**config.mk**
```make
export PLATFORM = sky130hd
export DESIGN_NAME = gregorian_date_unit_top
export DESIGN_NICKNAME = d
export VERILOG_FILES = /design/src/rtl/gdu_pkg.sv /design/src/rtl/gdu_date_eval.sv /design/src/rtl/gregorian_date_unit_top.sv
export SDC_FILE = /design/constraint.sdc
export NUM_CORES = 2
export LEC_CHECK = 0
export ABC_CLOCK_PERIOD_IN_PS = 12900
export BUFFER_PORTS_ARGS = -buffer_cell sky130_fd_sc_hd__buf_2
export CAP_MARGIN = 0
export CORE_MARGIN = 2
export CORE_UTILIZATION = 51
export DETAILED_ROUTE_END_ITERATION = 10
export GPL_TIMING_DRIVEN = 0
export PLACE_DENSITY_LB_ADDON = 0.3
export SYNTH_ARGS = -nofsm -noshare
export SYNTH_HDL_FRONTEND = slang
export SYNTH_SLANG_ARGS = --single-unit
export TNS_END_PERCENT = 10
```
**constraint.sdc**
```tcl
create_clock -name aclk -period 12.9 [get_ports aclk]
set_input_delay 3.87 -clock aclk [delete_from_list [all_inputs] [get_ports aclk]]
set_output_delay 3.87 -clock aclk [all_outputs]
set_load 0.02 [all_outputs]
```
**src/rtl/gdu_pkg.sv**
```systemverilog
package gdu_pkg;

    // request codes carried in s_tuser
    localparam logic [1:0] REQ_NEXT  = 2'd0;
    localparam logic [1:0] REQ_PREV  = 2'd1;
    localparam logic [1:0] REQ_CHECK = 2'd2;
    localparam logic [1:0] REQ_DIFF  = 2'd3;

    localparam logic [14:0] YEAR_MIN = 15'd1900;
    localparam logic [14:0] YEAR_MAX = 15'd30000;
    localparam logic [15:0] YEAR_SAT = 16'd32767;

    localparam logic [3:0] MONTH_JAN = 4'd1;
    localparam logic [3:0] MONTH_FEB = 4'd2;
    localparam logic [3:0] MONTH_DEC = 4'd12;

    // floor(y / 100) = (y * 5243) >> 19, exact for every 15-bit y
    localparam int          DIV100_SHIFT  = 19;
    localparam logic [27:0] DIV100_MUL    = 28'd5243;

    localparam int DN_W = 24;

    typedef struct packed {
        logic [14:0] year;
        logic [3:0]  month;
        logic [4:0]  day;
    } date_t;

    typedef struct packed {
        logic            ok;
        logic            leap;
        logic [DN_W-1:0] dn;
    } date_info_t;

    typedef struct packed {
        logic [DN_W-1:0] day_count;
        logic [14:0]     out_year;
        logic [3:0]      out_month;
        logic [4:0]      out_day;
        logic            valid_res;
    } result_t;

    function automatic logic [4:0] month_days(input logic [3:0] m, input logic leap);
        logic [4:0] len;
        unique case (m)
            4'd4, 4'd6, 4'd9, 4'd11: len = 5'd30;
            4'd2:                    len = leap ? 5'd29 : 5'd28;
            default:                 len = 5'd31;
        endcase
        return len;
    endfunction

    // days from 1 March to the first of month m, in a year that starts in March
    function automatic logic [8:0] month_offset(input logic [3:0] m);
        logic [8:0] ofs;
        unique case (m)
            4'd3:    ofs = 9'd0;
            4'd4:    ofs = 9'd31;
            4'd5:    ofs = 9'd61;
            4'd6:    ofs = 9'd92;
            4'd7:    ofs = 9'd122;
            4'd8:    ofs = 9'd153;
            4'd9:    ofs = 9'd184;
            4'd10:   ofs = 9'd214;
            4'd11:   ofs = 9'd245;
            4'd12:   ofs = 9'd275;
            4'd1:    ofs = 9'd306;
            4'd2:    ofs = 9'd337;
            default: ofs = 9'd0;
        endcase
        return ofs;
    endfunction

endpackage

```
**src/rtl/gdu_date_eval.sv**
```systemverilog
// Two-stage date evaluation: validity, leap flag and linear day number.
module gdu_date_eval (
    input  logic                aclk,
    input  logic                en,
    input  gdu_pkg::date_t      date_in,
    output gdu_pkg::date_info_t info
);

    // stage A
    logic [27:0] prod_y;
    logic [27:0] prod_ya;
    logic [14:0] ya_next;

    gdu_pkg::date_t date_a_reg;
    logic [14:0]    ya_a_reg;
    logic [8:0]     qy_a_reg;
    logic [8:0]     qya_a_reg;
    logic [8:0]     mofs_a_reg;

    // stage B
    logic [15:0]         rem100;
    logic                leap;
    logic                ok;
    logic [4:0]          len;
    logic [23:0]         dn;
    gdu_pkg::date_info_t info_reg;

    always_comb begin
        ya_next = (date_in.month <= gdu_pkg::MONTH_FEB) ? date_in.year - 15'd1 : date_in.year;
        prod_y  = 28'(date_in.year) * gdu_pkg::DIV100_MUL;
        prod_ya = 28'(ya_next) * gdu_pkg::DIV100_MUL;
    end

    always_ff @(posedge aclk) begin
        if (en) begin
            date_a_reg <= date_in;
            ya_a_reg   <= ya_next;
            qy_a_reg   <= 9'(prod_y >> gdu_pkg::DIV100_SHIFT);
            qya_a_reg  <= 9'(prod_ya >> gdu_pkg::DIV100_SHIFT);
            mofs_a_reg <= gdu_pkg::month_offset(date_in.month);
        end
    end

    always_comb begin
        rem100 = 16'(date_a_reg.year) - 16'(qy_a_reg) * 16'd100;
        // leap: divisible by 4, and not a century unless the century count is a multiple of 4
        leap = (date_a_reg.year[1:0] == 2'b00) &&
               ((rem100 != 16'd0) || (qy_a_reg[1:0] == 2'b00));
        len  = gdu_pkg::month_days(date_a_reg.month, leap);
        ok   = (date_a_reg.year >= gdu_pkg::YEAR_MIN) && (date_a_reg.year <= gdu_pkg::YEAR_MAX) &&
               (date_a_reg.month >= gdu_pkg::MONTH_JAN) && (date_a_reg.month <= gdu_pkg::MONTH_DEC) &&
               (date_a_reg.day != 5'd0) && (date_a_reg.day <= len);
        dn   = 24'(ya_a_reg) * 24'd365 + 24'(ya_a_reg >> 2) - 24'(qya_a_reg)
             + 24'(qya_a_reg >> 2) + 24'(mofs_a_reg) + 24'(date_a_reg.day) - 24'd1;
    end

    always_ff @(posedge aclk) begin
        if (en) begin
            info_reg.ok   <= ok;
            info_reg.leap <= leap;
            info_reg.dn   <= dn;
        end
    end

    assign info = info_reg;

endmodule

```
**src/rtl/gregorian_date_unit_top.sv**
```systemverilog
// Gregorian date unit: next date, previous date, validity check and day
// difference on Gregorian dates (years 1900..30000).
//
// Input channel s_*: one request per transfer. s_tuser holds the request
// kind, s_tdata the first date (day, month, year) and the second date
// (other_day, other_month, other_year), used only for a difference.
// Output channel m_*: one result per request, in request order. m_tdata holds
// the resulting day, month and year (the first date echoed for a check or a
// difference) and the day count; m_tuser flags a valid date (both dates for a
// difference).
//
// Throughput: one transfer per cycle while the receiver keeps m_tready high.
// Three register stages lie between an input transfer and m_tvalid (divide
// by 100 via reciprocal multiply, day-number and leap evaluation, step and
// difference).
// Reset (aresetn low, synchronous) empties the pipeline and the skid buffer;
// s_tready stays low while aresetn is low.
// When the receiver stalls, the pending result is parked in a one-entry skid
// buffer, the pipeline freezes and s_tready drops on the next cycle; s_tready
// comes from a register, not from m_tready.
module gregorian_date_unit_top (
    input  logic        aclk,
    input  logic        aresetn,

    input  logic        s_tvalid,
    output logic        s_tready,
    // day[4:0], month[8:5], year[23:9], other_day[28:24], other_month[32:29],
    // other_year[47:33]
    input  logic [47:0] s_tdata,
    // req_type[1:0]
    input  logic [1:0]  s_tuser,

    output logic        m_tvalid,
    input  logic        m_tready,
    // out_day[4:0], out_month[8:5], out_year[23:9], day_count[47:24]
    output logic [47:0] m_tdata,
    // valid_res[0]
    output logic [0:0]  m_tuser
);

    logic en;

    gdu_pkg::date_t date_a_in;
    gdu_pkg::date_t date_b_in;

    // stage 1 and 2 echo of the first date and the request kind
    logic           v1_reg;
    logic           v2_reg;
    logic           v3_reg;
    logic [1:0]     req1_reg;
    logic [1:0]     req2_reg;
    gdu_pkg::date_t date1_reg;
    gdu_pkg::date_t date2_reg;

    gdu_pkg::date_info_t info_a;
    gdu_pkg::date_info_t info_b;

    // stage 3
    logic [4:0]       cur_len;
    logic [4:0]       prev_len;
    logic [15:0]      year_wide_next;
    gdu_pkg::result_t res_next;
    gdu_pkg::result_t res3_reg;

    // skid
    logic             skid_full_reg;
    gdu_pkg::result_t skid_reg;
    gdu_pkg::result_t res_out;

    // freeze the whole pipeline while the skid buffer holds a result
    assign en       = !skid_full_reg;
    assign s_tready = en && aresetn;

    assign date_a_in.day   = s_tdata[4:0];
    assign date_a_in.month = s_tdata[8:5];
    assign date_a_in.year  = s_tdata[23:9];
    assign date_b_in.day   = s_tdata[28:24];
    assign date_b_in.month = s_tdata[32:29];
    assign date_b_in.year  = s_tdata[47:33];

    gdu_date_eval u_eval_a (
        .aclk    (aclk),
        .en      (en),
        .date_in (date_a_in),
        .info    (info_a)
    );

    gdu_date_eval u_eval_b (
        .aclk    (aclk),
        .en      (en),
        .date_in (date_b_in),
        .info    (info_b)
    );

    // advance valid bits with the data
    always_ff @(posedge aclk) begin
        if (!aresetn) begin
            v1_reg <= 1'b0;
            v2_reg <= 1'b0;
            v3_reg <= 1'b0;
        end else if (en) begin
            v1_reg <= s_tvalid;
            v2_reg <= v1_reg;
            v3_reg <= v2_reg;
        end
    end

    always_ff @(posedge aclk) begin
        if (en) begin
            req1_reg  <= s_tuser;
            date1_reg <= date_a_in;
            req2_reg  <= req1_reg;
            date2_reg <= date1_reg;
            res3_reg  <= res_next;
        end
    end

    // step the date or form the difference
    always_comb begin
        cur_len        = gdu_pkg::month_days(date2_reg.month, info_a.leap);
        prev_len       = gdu_pkg::month_days(date2_reg.month - 4'd1, info_a.leap);
        year_wide_next = {1'b0, date2_reg.year};
        res_next.out_day   = date2_reg.day;
        res_next.out_month = date2_reg.month;
        res_next.valid_res = info_a.ok;
        res_next.day_count = '0;
        unique case (req2_reg)
            gdu_pkg::REQ_NEXT: begin
                if (info_a.ok) begin
                    if (date2_reg.day == cur_len) begin
                        res_next.out_day = 5'd1;
                        if (date2_reg.month == gdu_pkg::MONTH_DEC) begin
                            res_next.out_month = gdu_pkg::MONTH_JAN;
                            year_wide_next     = {1'b0, date2_reg.year} + 16'd1;
                        end else begin
                            res_next.out_month = date2_reg.month + 4'd1;
                        end
                    end else begin
                        res_next.out_day = date2_reg.day + 5'd1;
                    end
                end
            end
            gdu_pkg::REQ_PREV: begin
                if (info_a.ok) begin
                    if (date2_reg.day == 5'd1) begin
                        if (date2_reg.month == gdu_pkg::MONTH_JAN) begin
                            res_next.out_day   = 5'd31;
                            res_next.out_month = gdu_pkg::MONTH_DEC;
                            year_wide_next     = {1'b0, date2_reg.year} - 16'd1;
                        end else begin
                            res_next.out_month = date2_reg.month - 4'd1;
                            res_next.out_day   = prev_len;
                        end
                    end else begin
                        res_next.out_day = date2_reg.day - 5'd1;
                    end
                end
            end
            gdu_pkg::REQ_CHECK: begin
            end
            gdu_pkg::REQ_DIFF: begin
                res_next.valid_res = info_a.ok && info_b.ok;
                if (info_a.ok && info_b.ok) begin
                    res_next.day_count = (info_a.dn > info_b.dn) ? info_a.dn - info_b.dn
                                                                 : info_b.dn - info_a.dn;
                end
            end
            default: begin
            end
        endcase
        // saturate the year
        res_next.out_year = (year_wide_next > gdu_pkg::YEAR_SAT) ? 15'(gdu_pkg::YEAR_SAT)
                                                                 : year_wide_next[14:0];
    end

    // park the stage-3 result when the receiver stalls while the pipeline moves
    always_ff @(posedge aclk) begin
        if (!aresetn) begin
            skid_full_reg <= 1'b0;
        end else if (skid_full_reg) begin
            if (m_tready) begin
                skid_full_reg <= 1'b0;
            end
        end else if (v3_reg && !m_tready) begin
            skid_full_reg <= 1'b1;
        end
    end

    always_ff @(posedge aclk) begin
        if (!skid_full_reg && v3_reg && !m_tready) begin
            skid_reg <= res3_reg;
        end
    end

    // the skid entry is always older than stage 3
    assign res_out  = skid_full_reg ? skid_reg : res3_reg;
    assign m_tvalid = skid_full_reg || v3_reg;
    assign m_tdata  = {res_out.day_count, res_out.out_year, res_out.out_month, res_out.out_day};
    assign m_tuser  = res_out.valid_res;

    // a nonzero count only comes from a difference of two valid dates
    assert property (@(posedge aclk) disable iff (!aresetn)
        m_tvalid && (res_out.day_count != '0) |-> res_out.valid_res)
        else $error("day count without valid dates");

    // a valid result always carries a real day and month
    assert property (@(posedge aclk) disable iff (!aresetn)
        m_tvalid && res_out.valid_res |->
            (res_out.out_day != 5'd0) && (res_out.out_month >= gdu_pkg::MONTH_JAN) &&
            (res_out.out_month <= gdu_pkg::MONTH_DEC))
        else $error("valid result with malformed date");

    // the skid buffer fills only on a stall
    assert property (@(posedge aclk) disable iff (!aresetn)
        skid_full_reg && !$past(skid_full_reg) |-> !$past(m_tready))
        else $error("skid filled without a stall");

    // a parked result stays parked, and input stays refused, while the receiver stalls
    assert property (@(posedge aclk) disable iff (!aresetn)
        skid_full_reg && !m_tready |=> skid_full_reg && !s_tready)
        else $error("skid entry lost during stall");

endmodule

```
==> key figures <==
Status
  – Status: finished, final reports clean

Worst setup path
  – Crit path DAT: 11040 ps
  – Crit path buf inv count: 5
  – CP endpoint kind: register
  – Largest delay contributor family on the critical path: adder cells
  – Startpoint Class: primary input
  – Critical path class: primary input to register
  – Crit path required time: 13200 ps
  – Slowest stage delay, CP: 870 ps
  – Critical R2R Launch: u_eval_b.ya_a_reg[3]
  – Launch point of the worst path: s_tdata[35]
  – Critical path peak fanout: 8
  – Critical-path top delay cell: xnor2_1

Clock tree
  – H-Tree Depth: 2
  – Clk_lat worst skew: 570 ps
  – Resize count post-CTS: 0
  – Clk sinks: roughly 310
  – Clock buffer depth: 3
  – Post-CTS Setup Inserts: 0
  – CTS root buffer: clkbuf_16
  – Hold_buf cts: 0
  – Num CTS Buffers: 36
  – Worst-path clk slew: 60 ps
  – CTS tree: done

Routing
  – Vias per cell: 5.22
  – # DRC: 0
  – DR pass1 iterations: 5
  – Final WL: 83.8 mm
  – DRT iter0 DRCs: 1431
  – Antenna Nets Post-Route: 0
  – Routed len/inst: around 16 um
  – Vias: 26900

STA
  – Worst-Margin Slew: around 1200 ps
  – Max-slew violations: 0
  – Setup WS post-layout: between 2000 and 2500 ps
  – Final setup TNS: 0 ps
  – Worst slew margin: a little under a quarter
  – Final setup viols: 0
  – Fin crit share: a little over four fifths
  – FMAX: 93.2 MHz
  – Post-route clock skew: 25.5 ps
  – Final Hold Fails: 0
  – Final min period: 10740 ps
  – Unrepaired setup endpoints after global routing: false

Place
  – Port buffer count: 104
  – Final HPWL DP: 71.4 mm
  – Pre-CTS WS: 1570 ps
  – Inst Count DP: 5090
  – GPL Wtd Cong: 0.903

Logic synthesis
  – EDFF count, synth: 309
  – Ys Warns: 0
  – Yosys top cell by area: ha_1
  – Share of the synthesized area in the top cell type: about 25%
  – Dominant cells by area after synthesis: ha_1 25%, fa_1 23%, edfxtp_1 22%, inv_1 8.1%, xnor2_1 2.4%
  – Count leader, synth: inv_1
  – Post-synth ARST share: 0%
  – Yosys cell types: 85
  – Post-synthesis sequential area ratio: between 20% and 30%
  – Prevailing post-synth register cell: edfxtp_1
  – Synth top cells by count: 903 x inv_1, 832 x ha_1, 480 x fa_1, 309 x edfxtp_1, 152 x a21oi_1
  – Syn_nets: around 5300
  – Post-Syn Area: around 42000 um2
  – Mapped Avg Cell Area: 10.6 um2
  – Yosys reg bits: about 310
  – Mapped Cells: about 3900

Cells and area
  – Layout cells sized above 1: 6.79%
  – Final net count: 5434
  – Area grow syn2layout: 7.60%
  – Non-filler instance count after layout: 5158

Die
  – Io pins: 105
  – Die area: between 80000 and 90000 um2
  – Num rows: between 100 and 150
  – Area of the core: approximately 81000 um2
  – Die Y: a little under 300 um
  – Initial core utilization: between 50% and 60%
  – Die width: between 200 and 300 um

Global route
  – First-pass GRT wire length: between 100 and 150 mm
  – Grt ovf: 0
  – Initial antenna violation count: 8
  – Pin count of the biggest net entering global routing: 132
  – GRT Resource Usage Total: 20.6%
  – Vias in the first global route: 28100

Worst hold path
  – Hold crit path type: register to register
  – Hold path start: req1_reg[1]

Run
  – Max cap viols: 0
-- worst paths after layout --
kind,endpoint,slack (ps),cells after the start
setup / recovery,u_eval_b.qya_a_reg[8],2160,26
hold / removal,req2_reg[1],420,0
setup reg to reg,u_eval_b.info[22],7030,16
hold reg to reg,req2_reg[1],420,0
-- per-stage QoR --
step	hold WS, ps	util, %	cell area [um2]
3_5_place_dp	405	54.1	43600
4_1_cts	418	55.6	44900
2_1_floorplan	400	-	41700
3_3_place_gp	402	54.0	43500
5_1_grt	441	55.6	44900
6_report	418	55.6	44900
-- final cells by class --
cell class / instances / area (um2)
antenna: 3 / 7.51
buffer: 45 / 236
clock buffer: 39 / 912
clock inverter: 26 / 307
fill: 7020 / 35800
inverter: 903 / 3400
multi-input combinational: 2659 / 28700
sequential: 313 / 9360
tap: 1060 / 1330
timing repair buffer: 110 / 604
-- layout by cell type, fill, tap and decap left out, types with 9 or more instances in the layout --
| cell type | synthesis | layout |
|---|---|---|
| mux2i_1 | 16 | 16 |
| o21ai_0 | 90 | 90 |
| nand3_1 | 51 | 51 |
| o21bai_1 | 19 | 19 |
| and3_1 | 16 | 16 |
| a21boi_0 | 9 | 9 |
| ha_1 | 832 | 832 |
| nor2_1 | 148 | 148 |
| or4_1 | 11 | 11 |
| inv_1 | 903 | 902 |
| fa_1 | 480 | 480 |
| edfxtp_1 | 309 | 309 |
| a21o_1 | 60 | 60 |
| clkbuf_16 | 0 | 36 |
| or2_2 | 14 | 14 |
| xnor2_1 | 113 | 113 |
| o31ai_1 | 17 | 17 |
| a211oi_1 | 33 | 33 |
| nand2b_1 | 29 | 29 |
| buf_2 | 11 | 115 |
| nor2b_1 | 33 | 33 |
| o22ai_1 | 11 | 11 |
| o21a_1 | 22 | 22 |
| nand2_1 | 125 | 125 |
| or3_1 | 18 | 18 |
| clkbuf_1 | 24 | 27 |
| a31oi_1 | 17 | 17 |
| and2_1 | 14 | 14 |
| nor4_1 | 19 | 19 |
| mux2_2 | 54 | 54 |
| xor2_1 | 49 | 49 |
| o211ai_1 | 15 | 15 |
| nand4_1 | 23 | 23 |
| a21oi_1 | 152 | 152 |
| nor3_1 | 39 | 39 |
-- metal layers --
metal	GRT usage, %	routed length [um]	vias to the layer above
li1	-	-	13400
met2	34.8	39600	434
met1	28.8	39700	13000
met5	0	60	-
met3	2.54	3170	91
met4	3.82	1300	8
-- worst reg2reg max path, cell delays in order, from the launching register on --
cell,delay (ps)
edfxtp_1,640
fa_1,530
fa_1,480
ha_1,300
inv_1,70
fa_1,440
fa_1,550
inv_1,60
fa_1,450
ha_1,350
a21oi_1,350
o21ai_0,230
a31oi_1,470
o2111a_1,350
o31ai_1,100
a21oi_1,200
xnor2_1,80
-- cell families after synthesis --
kind of cell / synth area share [%]
adders and majority gates: 48.0
DFF: 22.4
and+or+nand+nor: 7.02
muxes: 1.90
AOI/OAI and AO/OA: 8.54
buffers and inverters: 8.69
xor gates and xnor gates: 3.40
Power is not shown: default switching activity piles up to over one toggle a cycle in this logic, so the estimate is an artifact.
